==> src/tick_task_scheduler_macros.svh <==
// Assertion macros shared by the scheduler RTL
`ifndef TICK_TASK_SCHEDULER_MACROS_SVH
`define TICK_TASK_SCHEDULER_MACROS_SVH

// Check that a condition implies a consequence in the same cycle
`define TTS_ASSERT_NOW(lbl, a, c, msg) \
    lbl: assert property (@(posedge i_clk) disable iff (!i_rst_n) (a) |-> (c)) else $error(msg);

// Check that a condition implies a consequence in the next cycle
`define TTS_ASSERT_NEXT(lbl, a, c, msg) \
    lbl: assert property (@(posedge i_clk) disable iff (!i_rst_n) (a) |=> (c)) else $error(msg);

`endif

==> src/tts_pkg.sv <==
// Shared constants, opcodes and control structs of the tick task scheduler
package tts_pkg;

    localparam int TASK_COUNT = 8;
    localparam int TIMER_BITS = 16;
    localparam int IDX_W      = (TASK_COUNT > 1) ? $clog2(TASK_COUNT) : 1;

    localparam int OPCODE_W   = 2;
    localparam int IN_IDX_W   = 3;
    localparam int RELOAD_W   = 16;
    localparam int MASK_W     = 8;
    localparam int RUN_TASK_W = 3;
    localparam int SNAP_W     = 8;

    typedef enum logic [OPCODE_W-1:0] {
        OP_TICK     = 2'd0,
        OP_COMPLETE = 2'd1,
        OP_ACTIVATE = 2'd2
    } t_opcode;

    // Countdown load request from the front end
    typedef struct packed {
        logic                  en;
        logic [IDX_W-1:0]      idx;
        logic [TIMER_BITS-1:0] value;
    } t_load;

    // One checked entry of the countdown walk
    typedef struct packed {
        logic             step;
        logic [IDX_W-1:0] idx;
        logic             expire;
        logic             last;
    } t_step;

endpackage

==> src/tts_ram.sv <==
// Generic single-port-write, single-port-read RAM with registered read data
module tts_ram #(
    parameter  int WIDTH  = 16,
    parameter  int DEPTH  = 8,
    localparam int ADDR_W = (DEPTH > 1) ? $clog2(DEPTH) : 1
) (
    input  logic              i_clk,
    input  logic              i_we,
    input  logic [ADDR_W-1:0] i_waddr,
    input  logic [WIDTH-1:0]  i_wdata,
    input  logic [ADDR_W-1:0] i_raddr,
    output logic [WIDTH-1:0]  o_rdata
);

    logic [WIDTH-1:0] r_mem [DEPTH];
    logic [WIDTH-1:0] r_rdata;

    always_ff @(posedge i_clk) begin
        if (i_we) begin
            r_mem[i_waddr] <= i_wdata;
        end
        r_rdata <= r_mem[i_raddr];
    end

    assign o_rdata = r_rdata;

endmodule

==> src/tts_walker.sv <==
// Countdown store and the read-modify-write walk over all task timers
module tts_walker (
    input  logic           i_clk,
    input  logic           i_rst_n,
    input  logic           i_start,
    input  tts_pkg::t_load i_load,
    output tts_pkg::t_step o_step
);

    import tts_pkg::*;

    localparam logic [IDX_W-1:0] LAST_IDX = IDX_W'(TASK_COUNT - 1);

    logic                  r_active;
    logic [IDX_W-1:0]      r_issue;
    logic                  r_chk_valid;
    logic [IDX_W-1:0]      r_chk_idx;
    logic                  r_chk_last;
    logic [TASK_COUNT-1:0] r_live;
    logic [TASK_COUNT-1:0] n_live;

    logic [TIMER_BITS-1:0] w_rdata;
    logic [TIMER_BITS-1:0] w_cur;
    logic                  w_dec;
    logic                  w_we;
    logic [IDX_W-1:0]      w_waddr;
    logic [TIMER_BITS-1:0] w_wdata;
    logic                  w_issue_last;

    tts_ram #(
        .WIDTH (TIMER_BITS),
        .DEPTH (TASK_COUNT)
    ) u_countdown (
        .i_clk   (i_clk),
        .i_we    (w_we),
        .i_waddr (w_waddr),
        .i_wdata (w_wdata),
        .i_raddr (r_issue),
        .o_rdata (w_rdata)
    );

    assign w_issue_last = (r_issue == LAST_IDX);

    // An entry never loaded since reset reads as zero
    assign w_cur = r_live[r_chk_idx] ? w_rdata : '0;
    assign w_dec = r_chk_valid && (w_cur != '0);

    // Load and walk never overlap: loads come only while the walk is idle
    always_comb begin
        w_we    = 1'b0;
        w_waddr = r_chk_idx;
        w_wdata = w_cur - TIMER_BITS'(1);
        if (i_load.en) begin
            w_we    = 1'b1;
            w_waddr = i_load.idx;
            w_wdata = i_load.value;
        end else if (w_dec) begin
            w_we = 1'b1;
        end
    end

    always_comb begin
        n_live = r_live;
        if (i_load.en) begin
            n_live[i_load.idx] = 1'b1;
        end
    end

    always_ff @(posedge i_clk) begin
        if (!i_rst_n) begin
            r_active    <= 1'b0;
            r_issue     <= '0;
            r_chk_valid <= 1'b0;
            r_chk_last  <= 1'b0;
            r_live      <= '0;
        end else begin
            r_live      <= n_live;
            r_chk_valid <= r_active;
            r_chk_last  <= r_active && w_issue_last;
            if (i_start) begin
                r_active <= 1'b1;
                r_issue  <= '0;
            end else if (r_active) begin
                // advance the read pointer, stop after the last task
                r_issue <= r_issue + IDX_W'(1);
                if (w_issue_last) begin
                    r_active <= 1'b0;
                end
            end
        end
    end

    always_ff @(posedge i_clk) begin
        r_chk_idx <= r_issue;
    end

    assign o_step.step   = r_chk_valid;
    assign o_step.idx    = r_chk_idx;
    assign o_step.expire = w_dec && (w_cur == TIMER_BITS'(1));
    assign o_step.last   = r_chk_last;

endmodule

==> src/tick_task_scheduler.sv <==
// Tick-driven cooperative task scheduler, top level.
// Tick word: the walk reads one countdown per cycle from the countdown RAM, then the
// result goes through the hold state to the output register. Complete and activate words
// go straight to the hold state. A new word is taken once the result is loaded.
// A word is taken while the previous result still waits in the output register.
// Synchronous active-low reset clears timers (through per-entry live bits) and ready bits.
`include "tick_task_scheduler_macros.svh"

module tick_task_scheduler (
    input  logic                           i_clk,
    input  logic                           i_rst_n,
    input  logic                           i_in_valid,
    output logic                           o_in_stall,
    input  logic [tts_pkg::OPCODE_W-1:0]   i_opcode,
    input  logic [tts_pkg::IN_IDX_W-1:0]   i_task_index,
    input  logic [tts_pkg::RELOAD_W-1:0]   i_reload_value,
    input  logic [tts_pkg::MASK_W-1:0]     i_activate_mask,
    output logic                           o_out_valid,
    input  logic                           i_out_stall,
    output logic                           o_run_valid,
    output logic [tts_pkg::RUN_TASK_W-1:0] o_run_task,
    output logic [tts_pkg::SNAP_W-1:0]     o_ready_snapshot
);

    import tts_pkg::*;

    typedef enum logic [2:0] {
        S_IDLE = 3'b001,
        S_WALK = 3'b010,
        S_HOLD = 3'b100
    } t_state;

    t_state                r_state;
    t_state                n_state;
    logic [TASK_COUNT-1:0] r_ready;
    logic [TASK_COUNT-1:0] n_ready;
    logic                  r_found;
    logic                  n_found;
    logic [IDX_W-1:0]      r_task;
    logic [IDX_W-1:0]      n_task;

    logic                  r_out_valid;
    logic                  r_run_valid;
    logic [RUN_TASK_W-1:0] r_run_task;
    logic [SNAP_W-1:0]     r_snapshot;

    logic                  w_accept;
    logic                  w_start;
    logic                  w_out_load;
    t_load                 w_load;
    t_step                 w_step;

    tts_walker u_walker (
        .i_clk   (i_clk),
        .i_rst_n (i_rst_n),
        .i_start (w_start),
        .i_load  (w_load),
        .o_step  (w_step)
    );

    assign o_in_stall = (r_state != S_IDLE);
    assign w_accept   = i_in_valid && !o_in_stall;
    assign w_out_load = (r_state == S_HOLD) && (!r_out_valid || !i_out_stall);

    always_comb begin
        n_state      = r_state;
        n_ready      = r_ready;
        n_found      = r_found;
        n_task       = r_task;
        w_start      = 1'b0;
        w_load.en    = 1'b0;
        w_load.idx   = IDX_W'(i_task_index);
        w_load.value = TIMER_BITS'(i_reload_value);
        case (r_state)
            S_IDLE: begin
                if (w_accept) begin
                    n_found = 1'b0;
                    n_task  = '0;
                    n_state = S_HOLD;
                    case (t_opcode'(i_opcode))
                        OP_TICK: begin
                            w_start = 1'b1;
                            n_state = S_WALK;
                        end
                        OP_COMPLETE: begin
                            // drop a complete word for a task beyond the table
                            if (32'(i_task_index) < TASK_COUNT) begin
                                w_load.en           = 1'b1;
                                n_ready[w_load.idx] = 1'b0;
                            end
                        end
                        OP_ACTIVATE: begin
                            n_ready = r_ready | TASK_COUNT'(i_activate_mask);
                        end
                        default: begin
                        end
                    endcase
                end
            end
            S_WALK: begin
                if (w_step.step) begin
                    if (w_step.expire) begin
                        n_ready[w_step.idx] = 1'b1;
                    end
                    // earlier tasks are final here, so the first hit is the winner
                    if (!r_found && (r_ready[w_step.idx] || w_step.expire)) begin
                        n_found = 1'b1;
                        n_task  = w_step.idx;
                    end
                    if (w_step.last) begin
                        n_state = S_HOLD;
                    end
                end
            end
            S_HOLD: begin
                if (w_out_load) begin
                    n_state = S_IDLE;
                end
            end
            default: begin
                n_state = S_IDLE;
            end
        endcase
    end

    always_ff @(posedge i_clk) begin
        if (!i_rst_n) begin
            r_state     <= S_IDLE;
            r_ready     <= '0;
            r_found     <= 1'b0;
            r_task      <= '0;
            r_out_valid <= 1'b0;
        end else begin
            r_state <= n_state;
            r_ready <= n_ready;
            r_found <= n_found;
            r_task  <= n_task;
            if (w_out_load) begin
                r_out_valid <= 1'b1;
            end else if (!i_out_stall) begin
                r_out_valid <= 1'b0;
            end
        end
    end

    always_ff @(posedge i_clk) begin
        if (w_out_load) begin
            r_run_valid <= r_found;
            r_run_task  <= RUN_TASK_W'(r_task);
            r_snapshot  <= SNAP_W'(r_ready);
        end
    end

    assign o_out_valid      = r_out_valid;
    assign o_run_valid      = r_run_valid;
    assign o_run_task       = r_run_task;
    assign o_ready_snapshot = r_snapshot;

    `TTS_ASSERT_NOW(a_step_in_walk, w_step.step, r_state == S_WALK, "walk step outside walk")
    `TTS_ASSERT_NEXT(a_tick_walks, w_accept && (i_opcode == OP_TICK), r_state == S_WALK,
                     "tick word did not start a walk")
    `TTS_ASSERT_NEXT(a_walk_only_sets, r_state == S_WALK,
                     (r_ready & $past(r_ready)) == $past(r_ready), "walk cleared a ready bit")
    `TTS_ASSERT_NOW(a_found_is_ready, r_found && (r_state == S_HOLD), r_ready[r_task],
                    "reported task is not ready")

endmodule
==> config.mk <==
export PLATFORM = sky130hd
export DESIGN_NAME = tick_task_scheduler
export DESIGN_NICKNAME = d
export VERILOG_FILES = /design/src/tts_pkg.sv /design/src/tts_ram.sv /design/src/tts_walker.sv /design/src/tick_task_scheduler.sv
export VERILOG_INCLUDE_DIRS = /design/src /design/src/src
export SDC_FILE = /design/constraint.sdc
export NUM_CORES = 1
export LEC_CHECK = 0
export BUFFER_PORTS_ARGS = -buffer_cell sky130_fd_sc_hd__buf_2
export CORE_ASPECT_RATIO = 1.5
export CORE_MARGIN = 2
export CORE_UTILIZATION = 45
export DETAILED_ROUTE_END_ITERATION = 6
export HOLD_SLACK_MARGIN = 0.02
export SLEW_MARGIN = 30
export SYNTH_ARGS = -nofsm -noshare
export SYNTH_HDL_FRONTEND = slang
export SYNTH_SLANG_ARGS = --single-unit
==> constraint.sdc <==
create_clock -name i_clk -period 5.5 [get_ports i_clk]
set_input_delay 1.1 -clock i_clk [delete_from_list [all_inputs] [get_ports i_clk]]
set_output_delay 1.1 -clock i_clk [all_outputs]
set_load 0.02 [all_outputs]
==> results list, run 1 <==
- Result of the run: finished, final reports clean
- Worst-Margin Slew: 836 ps
- Along the worst path, the maximum fanout reaches 14.
* Chip Height: 166 um
- Worst r2r dst: u_walker.u_countdown.r_mem[4][14]
* Placement Rows: 59
* Synthesized area per cell: 14.9 um^2
* Global-route wire length before repair: 26700 um
- #FFs+latches synth: 189
- Net total in the final layout: 609
* Final worst slack: 2080 ps
* Cell with the biggest individual delay on the critical path: mux4_2
- Crit start category: flip-flop
- FF-to-FF setup slack: 2080 ps
- H-tree levels: 4
* Share of synthesized area occupied by flip-flops and latches: 0.661
- Traced cell by cell, the critical path runs through mux4_2, mux2_4, nand2_1, ha_1, nor3b_1, nand4_1, xor2_1, nand2_1, a22o_1.
- Later-pin clock latency in the skew report: 430 ps
* Area post-placement: 8340 um^2
- In this run the number of cells on the critical path is 9.
- Share of cells above drive strength 1: 0.276
- The analysis attributes to cell leakage a power of 2.94 nW.
- After clock tree synthesis, the clock-pin slew on the worst setup and hold paths is 70 ps.
* Number of vias after detailed routing: 4614
- Total global-route track usage: 0.192
* Syn Inst Count: 525
- The cell area that synthesis handed to floorplanning was 7840 um^2.
- Path type of the worst min-delay path: reg2reg
- Iter 0 DRT Violations: 428
- Portion of the clock cycle consumed by the worst path in the final layout: 0.621
- The number of antenna diodes in the final layout is 0.
- Count of flip-flops with a built-in enable after synthesis: 140
- Number of cells traversed by the worst register-to-register path: 9
* Worst Path Buf+Inv: 0
- Broken down by cell family, the worst path's largest delay share belongs to multiplexers.
* Resize count post-CTS: 0
* Pin count of the biggest net entering global routing: 36
- Final-report hold violation count: 0
* Count of pins on the block boundary: 47
* Count of final max-slew check failures: 0
* Finish-stage setup viols: 0
- Proportion of register bits with asynchronous set or reset after synthesis: 0
- Setup total negative slack on the finished layout was measured at 0 ps.
- Wire per inst: 20.8 um
* Critical Path Sink: u_walker.u_countdown.r_mem[4][14]
- Cell repeated most along the worst path: nand2_1
- No sink is reached through more buffers than the 2 on the longest clock path.
* Count of distinct cell types in the synthesized netlist: 57
- Synth Flop Type: edfxtp_1
- Crit. End Element: flip-flop
* Area Overhead vs Synth: 14.5%
- The number of nets in the synthesized netlist is 563.
* Worst setup timing slack at the placement stage: 2090 ps
* Max Cap Viol: 0
* DRC: 0
- Clock buffer count from CTS: 17
* Total wirelength of the detailed-routed design: 16600 um
- Classification of the worst setup path: reg2reg
- For this design, the CTS-stage hold fixing added 0 buffers.
- Antenna violations before repair: 0
- Tracing the worst setup path back leads to its startpoint at u_walker.r_chk_idx[0].
- Floorplan Core Area: 17200 um^2
- Count of warnings emitted by yosys: 0
* Routability Congestion: 0.860
- Total overflow reported by the global router: 0
- The die covers 18500 um^2.
- Final period demand of the worst path: 3420 ps
- Longest individual stage delay on the worst path: 580 ps
- Maximum clock frequency: 0.293 GHz
- After legalization and detailed placement, the total HPWL measured 10700 um.
- Vias per std cell: 5.79
- In this run the horizontal extent of the chip is 112 um.
- Startpoint of the lowest-slack register-to-register path: u_walker.r_chk_idx[0]
- The worst-case IR drop observed on VDD is 0.204 mV.
- Before antenna repair, the detailed router went through 5 iterations.
- Arrival time worst endpoint: 3570 ps
- Via count of the first global-routing pass: 4754
* Starting density of the core: 0.456
- Post-CTS timing repair inserted 0 buffers for setup.
- Slew margin rel.: 0.441
- The layout has 1436 filler cells.
* Worst hold margin: 438 ps
- TritonCTS built the clock tree.
- Number of nets with antenna violations after detailed routing: 0
- In this run the power density over the cells is 340 nW/um^2.
- Port buffering added 46 buffers.
- Clock sinks: 189
* Setup repair after global routing missed its margin: false
- At the worst endpoint, the required time is 5650 ps.
- Worst Clk Skew: 7.84 ps
- Cell at the root of the clock tree: clkbuf_16
* Final standard cell area without fillers: 8980 um^2
stage by stage:
stage,total power [mW],util,instances
floorplan,1.72,-,525
global placement,1.78,0.484,765
detailed placement,1.78,0.485,765
CTS,3.08,0.522,797
global route,3.16,0.522,797
finish,3.05,0.522,797
synth_stat cells, types with 4 or more instances:
| master | instances | share of area |
|---|---|---|
| nor3_1 | 6 | 0.0038 |
| inv_1 | 5 | 0.0024 |
| mux2i_1 | 8 | 0.010 |
| xor2_1 | 6 | 0.0067 |
| nor3b_1 | 4 | 0.0038 |
| nand3_1 | 7 | 0.0045 |
| ha_1 | 5 | 0.0080 |
| a21oi_1 | 21 | 0.013 |
| o21ai_0 | 24 | 0.015 |
| o31ai_1 | 5 | 0.0048 |
| mux4_2 | 34 | 0.098 |
| nand3b_1 | 5 | 0.0048 |
| buf_2 | 5 | 0.0032 |
| dfxtp_1 | 49 | 0.13 |
| o21ai_1 | 4 | 0.0026 |
| mux2_2 | 16 | 0.023 |
| nor2_1 | 38 | 0.018 |
| nand2b_1 | 8 | 0.0064 |
| nand2_1 | 32 | 0.015 |
| o21a_1 | 18 | 0.017 |
| edfxtp_1 | 140 | 0.54 |
| clkbuf_1 | 21 | 0.010 |
| a31oi_1 | 12 | 0.0096 |
worst min path at each step:
stage | start | end | slack, ps | depth (start not counted)
after floorplan | u_walker.r_issue[1] | u_walker.r_chk_idx[1] | 350 | 0
after global placement | r_task[0] | o_run_task[0] | 420 | 0
after global routing | r_task[2] | o_run_task[2] | 440 | 0
after detailed placement | r_task[2] | o_run_task[2] | 420 | 0
after CTS | r_task[2] | o_run_task[2] | 440 | 0
final | r_task[0] | o_run_task[0] | 440 | 0
sequential cells by signal (all words and copies together), names as in the netlist:
register                      flops
u_walker.u_countdown.r_mem      128
u_walker.r_issue                  3
u_walker.r_live                   8
u_walker.u_countdown.o_rdata     16
u_walker.r_chk_valid              1
o_run_valid                       1
u_walker.r_chk_idx                3
o_run_task                        3
u_walker.r_active                 1
r_task                            3
r_state                           3
r_ready                           8
r_found                           1
u_walker.r_chk_last               1
o_out_valid                       1
o_ready_snapshot                  8
logic make-up (layout without fill, tap and decap cells):
kind of cell	after synthesis	count (layout)	synth area share
DFF	189	189	0.661
AOI/OAI and AO/OA	106	106	0.0902
buffers and inverters	35	94	0.0187
xor gates and xnor gates	9	9	0.0101
muxes	60	60	0.135
adders and majority gates	5	5	0.00798
and+or+nand+nor	121	121	0.0772
where the power goes:
part / internal (mW) / total (mW) / switching [mW]
Combinational: 0.0689 / 0.167 / 0.0985
Clock: 0.748 / 1.31 / 0.558
Sequential: 1.56 / 1.58 / 0.0252
Total: 2.37 / 3.05 / 0.681
layout by cell type, fill, tap and decap left out, types with 8 or more instances in the layout:
| cell | Yosys | final |
|---|---|---|
| nor2_1 | 38 | 38 |
| nand2_1 | 32 | 32 |
| nand2b_1 | 8 | 8 |
| a21oi_1 | 21 | 12 |
| dfxtp_1 | 49 | 47 |
| mux2_2 | 16 | 16 |
| buf_2 | 5 | 46 |
| o21ai_0 | 24 | 24 |
| clkbuf_16 | 0 | 17 |
| edfxtp_1 | 140 | 140 |
| a31oi_1 | 12 | 12 |
| o21a_1 | 18 | 18 |
| mux4_2 | 34 | 34 |
| buf_4 | 0 | 10 |
| mux2i_1 | 8 | 8 |
per-layer routing:
metal / wire (um) / part of all wire / global-route usage / vias to the layer above
li1: - / - / - / 2123
met1: 6680 / 0.40 / 0.235 / 2322
met2: 8650 / 0.52 / 0.324 / 138
met3: 770 / 0.046 / 0.0410 / 31
met4: 507 / 0.031 / 0.0902 / 0
met5: 0 / 0 / 0 / -
layout make-up:
type	instances	area, um^2	area share
clock buffer	18	439	0.0489
clock inverter	14	198	0.0220
inverter	6	22.5	0.00251
multi-input combinational	301	2560	0.285
sequential	189	5190	0.578
tap	213	267	0.0297
timing repair buffer	56	305	0.0340
(Power assumes the default switching activity.)
==> run 2, diff against run 1 <==
Settings changed: ABC_AREA set to 1.
Clock period 5.5 ns to 2.8 ns, I/O delays scaled along.
==> run 2 against run 1 <==
  * Synthesized cell count is 48% higher
  * Sequential power rose by 110%
  * Sequential share of layout area fell by 1.9 points
  * Critical path depth rose by 10
  * Worst hold slack worse by 35 ps
  * Cell count is 35% higher
  * Cell area is 3.5% higher
==> results list, run 2 <==
* Result of the run: finished, final reports clean (unchanged)
- Routability Congestion: 0.887 (was 0.860)
- Highest-count cells in the layout ignoring fill and taps: 160 x nor2_1, 140 x edfxtp_1, 86 x o21ai_0 (was 140 x edfxtp_1, 47 x dfxtp_1, 46 x buf_2).
- Max Root-Sink Buffers: 2 (unchanged)
- Later-pin clock latency in the skew report: 430 ps (about the same)
- The setup slack of the most critical reg-to-reg path came to 250 ps (was 2080 ps).
- Iter 0 DRT Violations: 481 (was 428)
- Total global-route track usage: 0.211 (was 0.192)
- Hold Crit Depth: 0 (unchanged)
- Path type of the worst min-delay path: reg2reg (unchanged)
- Overall power after layout: 6.74 mW (was 3.05 mW)
- The count of antenna diodes in the layout came to 0 (unchanged).
- Router iterations before antenna repair: 5 (unchanged)
* Arrival time worst endpoint: 2720 ps (was 3570 ps)
* End of the worst hold path: u_walker.r_chk_idx[2] (was o_run_task[0])
* Worst-Margin Slew: 871 ps (was 836 ps)
* Proportion of register bits with asynchronous set or reset after synthesis: 0 (unchanged)
- Chip Height: 168 um (was 166 um)
- The TritonCTS clock tree is built (unchanged).
* Cell type contributing the most total cell area after synthesis: edfxtp_1 (unchanged)
* Cell Count, Final, Fillers Out: 1075 (was 797)
- The share of cells above drive strength 1 is 0.200 (was 0.276).
* Share of synthesized area occupied by flip-flops and latches: 0.642 (was 0.661)
- The global-route wire length before repair was 30900 um (was 26700 um).
- The most frequent cell on the critical path was nand2_1 (unchanged).
- The critical path launch point type was a flip-flop (unchanged).
- Top-area cell type share of the netlist area: 0.520 (was 0.536)
- The period utilization is 0.912 (was 0.621).
- The leading cell type in the layout, fill and taps excluded is nor2_1 (was edfxtp_1).
- The register with the most flip-flops was u_walker.u_countdown.r_mem (unchanged).
* Peak supply drop: 0.347 mV (was 0.204 mV)
- The via count came to 5885 (was 4614).
* DIE WIDTH: 113 um (was 112 um)
* #FFs+latches synth: 189 (unchanged)
- The critical path capture point type is a flip-flop (unchanged).
- The area of the die came to 19100 um^2 (was 18500 um^2).
- The net count of the finished layout came to 884 (was 609).
* DRC: 0 (unchanged)
- Count of distinct cell types in the synthesized netlist: 42 (was 57)
- Hold-fix buffers, CTS: 0 (unchanged)
- Via count of the first global-routing pass: 5808 (was 4754)
- The number of flip-flops in the largest register is 128 (unchanged).
* Max Cap Viol: 0 (unchanged)
* Clock slew seen by the registers of the worst setup and hold paths: 80 ps (was 70 ps)
- Final-report hold violation count: 0 (unchanged)
- Clock buffer count from CTS: 17 (unchanged)
- Most frequent cells after synthesis: 161 x nor2_1, 140 x edfxtp_1, 90 x o21ai_0 (was 140 x edfxtp_1, 49 x dfxtp_1, 38 x nor2_1)
- The vias per cell is 5.47 (was 5.79).
- The type of the worst setup path is reg2reg (unchanged).
- The hold path startpoint was u_walker.r_issue[2] (was r_task[0]).
- Sum of negative setup slack: 0 ps (unchanged)
* Maximum clock frequency: 0.391 GHz (was 0.293 GHz)
- The worst endpoint required time was 2970 ps (was 5650 ps).
* List of cells traversed by the critical path: inv_6, nand2_2, nand2_1, nand2_1, nand2_2, clkinv_2, nand2_4, nand2_2, ha_1, inv_1, nor2_2, nand2_1, nor2_2, nand2_1, nor2_1, nand2_1, xnor2_1, o21ai_2, buf_4 (was mux4_2, mux2_4, nand2_1, ha_1, nor3b_1, nand4_1, xor2_1, nand2_1, a22o_1)
* Worst r2r dst: u_walker.u_countdown.r_mem[7][14] (was u_walker.u_countdown.r_mem[4][14])
- Count of pins on the block boundary: 47 (unchanged)
* Placed cell count: 1042 (was 765)
- The count of H-tree levels built during CTS is 4 (unchanged).
* Global routing met2 resource utilization: 0.368 (was 0.324)
- Summed instance area of the synthesized netlist: 8080 um^2 (was 7840 um^2)
- The standard-cell row count was 60 (was 59).
- The time the final worst path needs with I/O delays and setup was 2550 ps (was 3420 ps).
* Post-detailed-placement half-perimeter wirelength: 13200 um (was 10700 um)
- The number of enable flip-flop cells after synthesis was 140 (unchanged).
* Total overflow reported by the global router: 0 (unchanged)
- The net count after synthesis was 814 (was 563).
- Count of final max-slew check failures: 0 (unchanged)
- The count of antenna-violating nets left after detailed routing was 0 (unchanged).
- The fraction of met3 tracks used by global routing came to 0.0313 (was 0.0410).
- The number of instances in the synthesized netlist was 776 (was 525).
- Longest individual stage delay on the worst path: 420 ps (was 580 ps)
- The total leakage power was 3.44 nW (was 2.94 nW).
- The routed wire length was 19800 um (was 16600 um).
- The clock sink count was 189 (unchanged).
* Slew margin rel.: 0.418 (was 0.441)
- The pin count of the biggest net entering global routing came to 67 (was 36).
* Worst Clk Skew: 12.6 ps (was 7.84 ps)
- Synthesized area per cell: 10.4 um^2 (was 14.9 um^2)
- The number of synthesis warnings came to 0 (unchanged).
- Area Overhead vs Synth: 15.1% (was 14.5%)
* Finish-stage setup viols: 0 (unchanged)
- Antenna violations before repair: 0 (unchanged)
- Startpoint of the lowest-slack register-to-register path: u_walker.r_chk_idx[0] (unchanged)
* Max FO, Critical Path: 8 (was 14)
- The average detailed-routed wire length per instance is 18.4 um (was 20.8 um).
- The worst-path cell with the longest stage delay is dfxtp_2 (was mux4_2).
- The core area is 17800 um^2 (was 17200 um^2).
* Cell at the root of the clock tree: clkbuf_16 (unchanged)
- The initial cell density of the core came to 0.454 (was 0.456).
* Most common cell in the netlist: nor2_1 (was edfxtp_1)
- Biggest area contributors in the synthesized netlist: edfxtp_1 52%, dfxtp_1 12%, nor2_1 7.5%, o21ai_0 5.6%, nand2_1 3.4% (was edfxtp_1 54%, dfxtp_1 13%, mux4_2 9.8%, mux2_2 2.3%, nor2_1 1.8%).
* Number of inserted filler cells in the final layout: 1592 (was 1436)
- Global-route met1 utilization: 0.265 (was 0.235)
- The ratio of total power to cell area came to 725 nW/um^2 (was 340 nW/um^2).
- Number of cells traversed by the worst register-to-register path: 19 (was 9)
- Global routing's busiest layer: met2 (unchanged)
- Synth Flop Type: edfxtp_1 (unchanged)
- Port buffer count: 46 (unchanged)
run 2: power breakdown:
part           total, mW  internal, mW  switching [mW]
Clock               2.28          1.17            1.11
Sequential          3.39          3.29           0.102
Combinational       1.07         0.357           0.709
Total               6.74          4.82            1.92
run 2: logic make-up after synthesis:
kind of cell / Yosys count / share of synthesized area
AOI/OAI and AO/OA: 193 / 0.141
xor gates and xnor gates: 8 / 0.00867
adders and majority gates: 5 / 0.00774
buffers and inverters: 90 / 0.0476
DFF: 189 / 0.642
and+or+nand+nor: 291 / 0.154
run 2: worst max-delay path: cells and delay by family, from the launching register on:
family,cells,cell delay (ps)
xor gates and xnor gates,1,190
DFF,1,420
buffers and inverters,4,330
and+or+nand+nor,12,1120
AOI/OAI and AO/OA,1,80
adders and majority gates,1,140
run 2: area by class of cell:
cell class                 instances  area, um^2  area share
clock inverter                    14         126      0.0136
sequential                       189        5190       0.558
multi-input combinational        497        2510       0.271
timing repair buffer              86         551      0.0592
inverter                          55         215      0.0232
clock buffer                      17         425      0.0458
tap                              217         272      0.0292
run 2: worst max-delay path by stage:
stage	to	depth (start not counted)	startpoint
after floorplan	u_walker.u_countdown.r_mem[0][0]	16	u_walker.r_chk_idx[2]
after global placement	u_walker.u_countdown.r_mem[2][14]	18	u_walker.r_chk_idx[0]
after detailed placement	u_walker.u_countdown.r_mem[0][14]	18	u_walker.r_chk_idx[0]
after CTS	u_walker.u_countdown.r_mem[7][14]	18	u_walker.r_chk_idx[0]
after global routing	u_walker.u_countdown.r_mem[4][14]	18	u_walker.r_chk_idx[1]
final	u_walker.u_countdown.r_mem[7][14]	19	u_walker.r_chk_idx[0]
run 2: what timing repair did:
action,CTS,global route
buffers inserted,0,1
gates resized for setup,0,9
setup endpoints to repair,0,123
run 2: per-stage QoR:
step                area [um^2]  hold slack, ps  setup WS [ps]  utilization
detailed placement         8710             391           43.0        0.490
global route               9290             415         -0.597        0.522
floorplan                  8080             355           71.3            -
CTS                        9260             410           3.84        0.521
finish                     9290             403            246        0.522
global placement           8710             392            178        0.490
run 2: routing by layer:
metal	part of all wire	routed length [um]	up-vias
met5	0	0	-
li1	-	-	2838
met2	0.51	10100	155
met3	0.039	764	33
met1	0.43	8420	2859
met4	0.027	535	0
==> run 3, diff against run 2 <==
Settings changed: CORE_UTILIZATION 45 to 50, PLACE_DENSITY set to 0.7.
==> run 3 against run 2 <==
  * Sequential cell count stayed put
  * Non-clock buffer count decreased by 9
  * Clock-buffer cell count grew 3
  * Sequential share of layout area increased by 0.26 points
  * Maximum frequency up 0.63%
  * Critical endpoint is now u_walker.u_countdown.r_mem[7][6]
==> results list, run 3 (synthesized netlist as in run 2, its figures left out) <==
- Clock slew seen by the registers of the worst setup and hold paths: 70 ps (was 80 ps)
* Max Cap Viol: 0 (unchanged)
- Total wirelength of the detailed-routed design: 18200 um (was 19800 um)
* Proportion of total power due to net switching: 0.263 (was 0.285)
- Portion of the clock cycle consumed by the worst path in the final layout: 0.907 (was 0.912)
* Max FO, Critical Path: 9 (was 8)
- The net count of the finished layout was 875 (was 884).
* Sequential share of power: 0.508 (was 0.504)
* Finish-stage setup viols: 0 (unchanged)
- The post-CTS setup-driven buffer insertion count is 0 (unchanged).
- The internal power component is 4.95 mW (was 4.82 mW).
* Share of cells above drive strength 1: 0.189 (was 0.200)
- Wire per inst: 17.3 um (was 18.4 um)
- Global-route wire length before repair: 29300 um (was 30900 um)
* Crit start category: flip-flop (unchanged)
- Number of nets with antenna violations after detailed routing: 0 (unchanged)
* Pin count of the biggest net entering global routing: 37 (was 67)
- Antenna violations before repair: 0 (unchanged)
- The area of the die came to 17200 um^2 (was 19100 um^2).
- Clock sinks: 189 (unchanged)
- The data arrival at the endpoint of the critical path came to 2650 ps (was 2720 ps).
* Path type of the worst min-delay path: reg2reg (unchanged)
- The worst endpoint required time came to 2910 ps (was 2970 ps).
* Count of final max-slew check failures: 0 (unchanged)
* Result of the run: finished, final reports clean (unchanged)
- Placement Rows: 56 (was 60)
- The iteration-0 DRC count of the detailed router came to 459 (was 481).
- The CTS buffer count was 17 (unchanged).
* Startpoint of the lowest-slack register-to-register path: u_walker.r_chk_idx[1] (was u_walker.r_chk_idx[0])
- Routability Congestion: 0.924 (was 0.887)
- The via count is 5884 (was 5885).
- The signed area change from the synthesized netlist to the final layout was 14.6% (was 15.1%).
* Starting density of the core: 0.515 (was 0.454)
* H-tree levels: 4 (unchanged)
- Chip Height: 160 um (was 168 um)
- The global-route total usage across every layer was 0.221 (was 0.211).
* Setup repair after global routing missed its margin: true
- The worst-skew pair later-pin latency is 420 ps (was 430 ps).
- Number of inserted filler cells in the final layout: 1306 (was 1592)
* DIE WIDTH: 108 um (was 113 um)
* Worst r2r dst: u_walker.u_countdown.r_mem[7][6] (was u_walker.u_countdown.r_mem[7][14])
* Final period demand of the worst path: 2540 ps (was 2550 ps)
* Launch instance of the worst min-delay path: u_walker.r_issue[2] (unchanged)
- Highest-count cells in the layout ignoring fill and taps: 160 x nor2_1, 140 x edfxtp_1, 88 x o21ai_0 (was 160 x nor2_1, 140 x edfxtp_1, 86 x o21ai_0).
- Hold Crit Depth: 0 (unchanged)
- Number of antenna cells inserted: 0 (unchanged)
* Via count of the first global-routing pass: 5834 (was 5808)
- The setup slack of the most critical reg-to-reg path came to 260 ps (was 250 ps).
- Clock tree from TritonCTS: built (unchanged)
- Power Density: 726 nW/um^2 (was 725 nW/um^2)
- Sum of negative setup slack: 0 ps (unchanged)
* Classification of the worst setup path: reg2reg (unchanged)
* Port buffer count: 46 (unchanged)
* Vias per std cell: 5.59 (was 5.47)
- Max Root-Sink Buffers: 2 (unchanged)
* End of the worst hold path: u_walker.r_chk_idx[2] (unchanged)
- Proportion of power drawn by the clock network: 0.351 (was 0.338)
- The net load switching power came to 1.77 mW (was 1.92 mW).
* Crit. End Element: flip-flop (unchanged)
- Part of the power in combinational logic: 0.141 (was 0.158)
* Cell at the root of the clock tree: clkbuf_16 (unchanged)
* Leakage: 3.42 nW (was 3.44 nW)
- The number of iterations in the first detailed-routing pass came to 5 (unchanged).
- The leading cell type in the layout, fill and taps excluded is nor2_1 (unchanged).
- Multi-input combinational cell area: 2520 um^2 (was 2510 um^2)
* Slew margin rel.: 0.386 (was 0.418)
- The remaining global-route overflow came to 0 (unchanged).
- Area occupied by registers: 5190 um^2 (about the same)
- Number of flip-flops under the largest register name: 128 (unchanged)
- Final-report hold violation count: 0 (unchanged)
* Number of cells traversed by the worst register-to-register path: 16 (was 19)
- Peak supply drop: 0.426 mV (was 0.347 mV)
- The fmax is 0.394 GHz (was 0.391 GHz).
- The pin slew with the least headroom to its limit came to 912 ps (was 871 ps).
- Register ranked first by flip-flop count: u_walker.u_countdown.r_mem (unchanged)
* Floorplan Core Area: 15700 um^2 (was 17800 um^2)
- Worst Clk Skew: 9.53 ps (was 12.6 ps)
* Core occupancy in the finished layout: 0.590 (was 0.522)
- Post-detailed-placement half-perimeter wirelength: 12300 um (was 13200 um)
- DRC: 0 (unchanged)
- The number of top-level pins was 47 (unchanged).
run 3: final cells by class:
class	count	share of cell area
Clock buffer	20	0.0483
Clock inverter	12	0.0147
Inverter	55	0.0233
Multi-Input combinational cell	497	0.272
Sequential cell	189	0.561
Tap cell	203	0.0274
Timing Repair Buffer	77	0.0531
run 3: per-stage QoR:
stage | worst slack [ps] | area [um^2] | power [mW] | instances | hold WS, ps
after floorplan | 71.3 | 8080 | 4.13 | 776 | 355
after global placement | 186 | 8650 | 4.37 | 1021 | 380
after detailed placement | 57.7 | 8650 | 4.40 | 1021 | 367
after CTS | 53.8 | 9240 | 6.75 | 1053 | 376
after global routing | -6.62 | 9250 | 7.01 | 1053 | 379
final | 262 | 9250 | 6.72 | 1053 | 369
run 3: how the worst max path moves through the flow:
stage | startpoint | end | slack [ps] | cells past startpoint
4_1_cts | u_walker.r_chk_idx[0] | u_walker.u_countdown.r_mem[0][10] | 50 | 15
6_report | u_walker.r_chk_idx[1] | u_walker.u_countdown.r_mem[7][6] | 260 | 16
3_5_place_dp | u_walker.r_chk_idx[0] | u_walker.u_countdown.r_mem[6][14] | 60 | 18
5_1_grt | u_walker.r_chk_idx[1] | u_walker.u_countdown.r_mem[4][11] | -7 | 16
3_3_place_gp | u_walker.r_chk_idx[0] | u_walker.u_countdown.r_mem[6][14] | 190 | 18
2_1_floorplan | u_walker.r_chk_idx[2] | u_walker.u_countdown.r_mem[0][0] | 70 | 16
run 3: per-layer routing:
layer	GRT usage	wire [um]	up-vias
li1	-	-	2827
met1	0.267	7340	2834
met2	0.386	9560	187
met3	0.0371	762	36
met4	0.0956	510	0
met5	0	0	-
run 3: power by group through the flow:
stage               registers [mW]  clock network [mW]  logic, mW
finish                        3.41                2.36      0.949
global route                  3.43                2.52       1.06
CTS                           3.41                2.40      0.940
detailed placement            3.47                   0      0.930
global placement              3.47                   0      0.899
floorplan                     3.44                   0      0.689
run 3: critical path, cell delays in order, from the launching register on:
cell and delay (ps):
dfxtp_1 420, inv_1 100, nor2_2 120, nand2_1 80, nand2_2 90, clkinv_2 70, nand2_4 80, buf_4 170
o21ai_0 150, nand2_1 110, nor2_1 50, nand2_2 70, nand2_1 50, nand2_1 120, nand3_1 110, nor2_1 170
buf_4 260
run 3: what timing repair did:
item	4_1_cts	5_1_grt
pin swaps	0	1
resized for setup	1	8
hold buffers	0	0
cloned	0	0
setup endpoints to repair	8	159
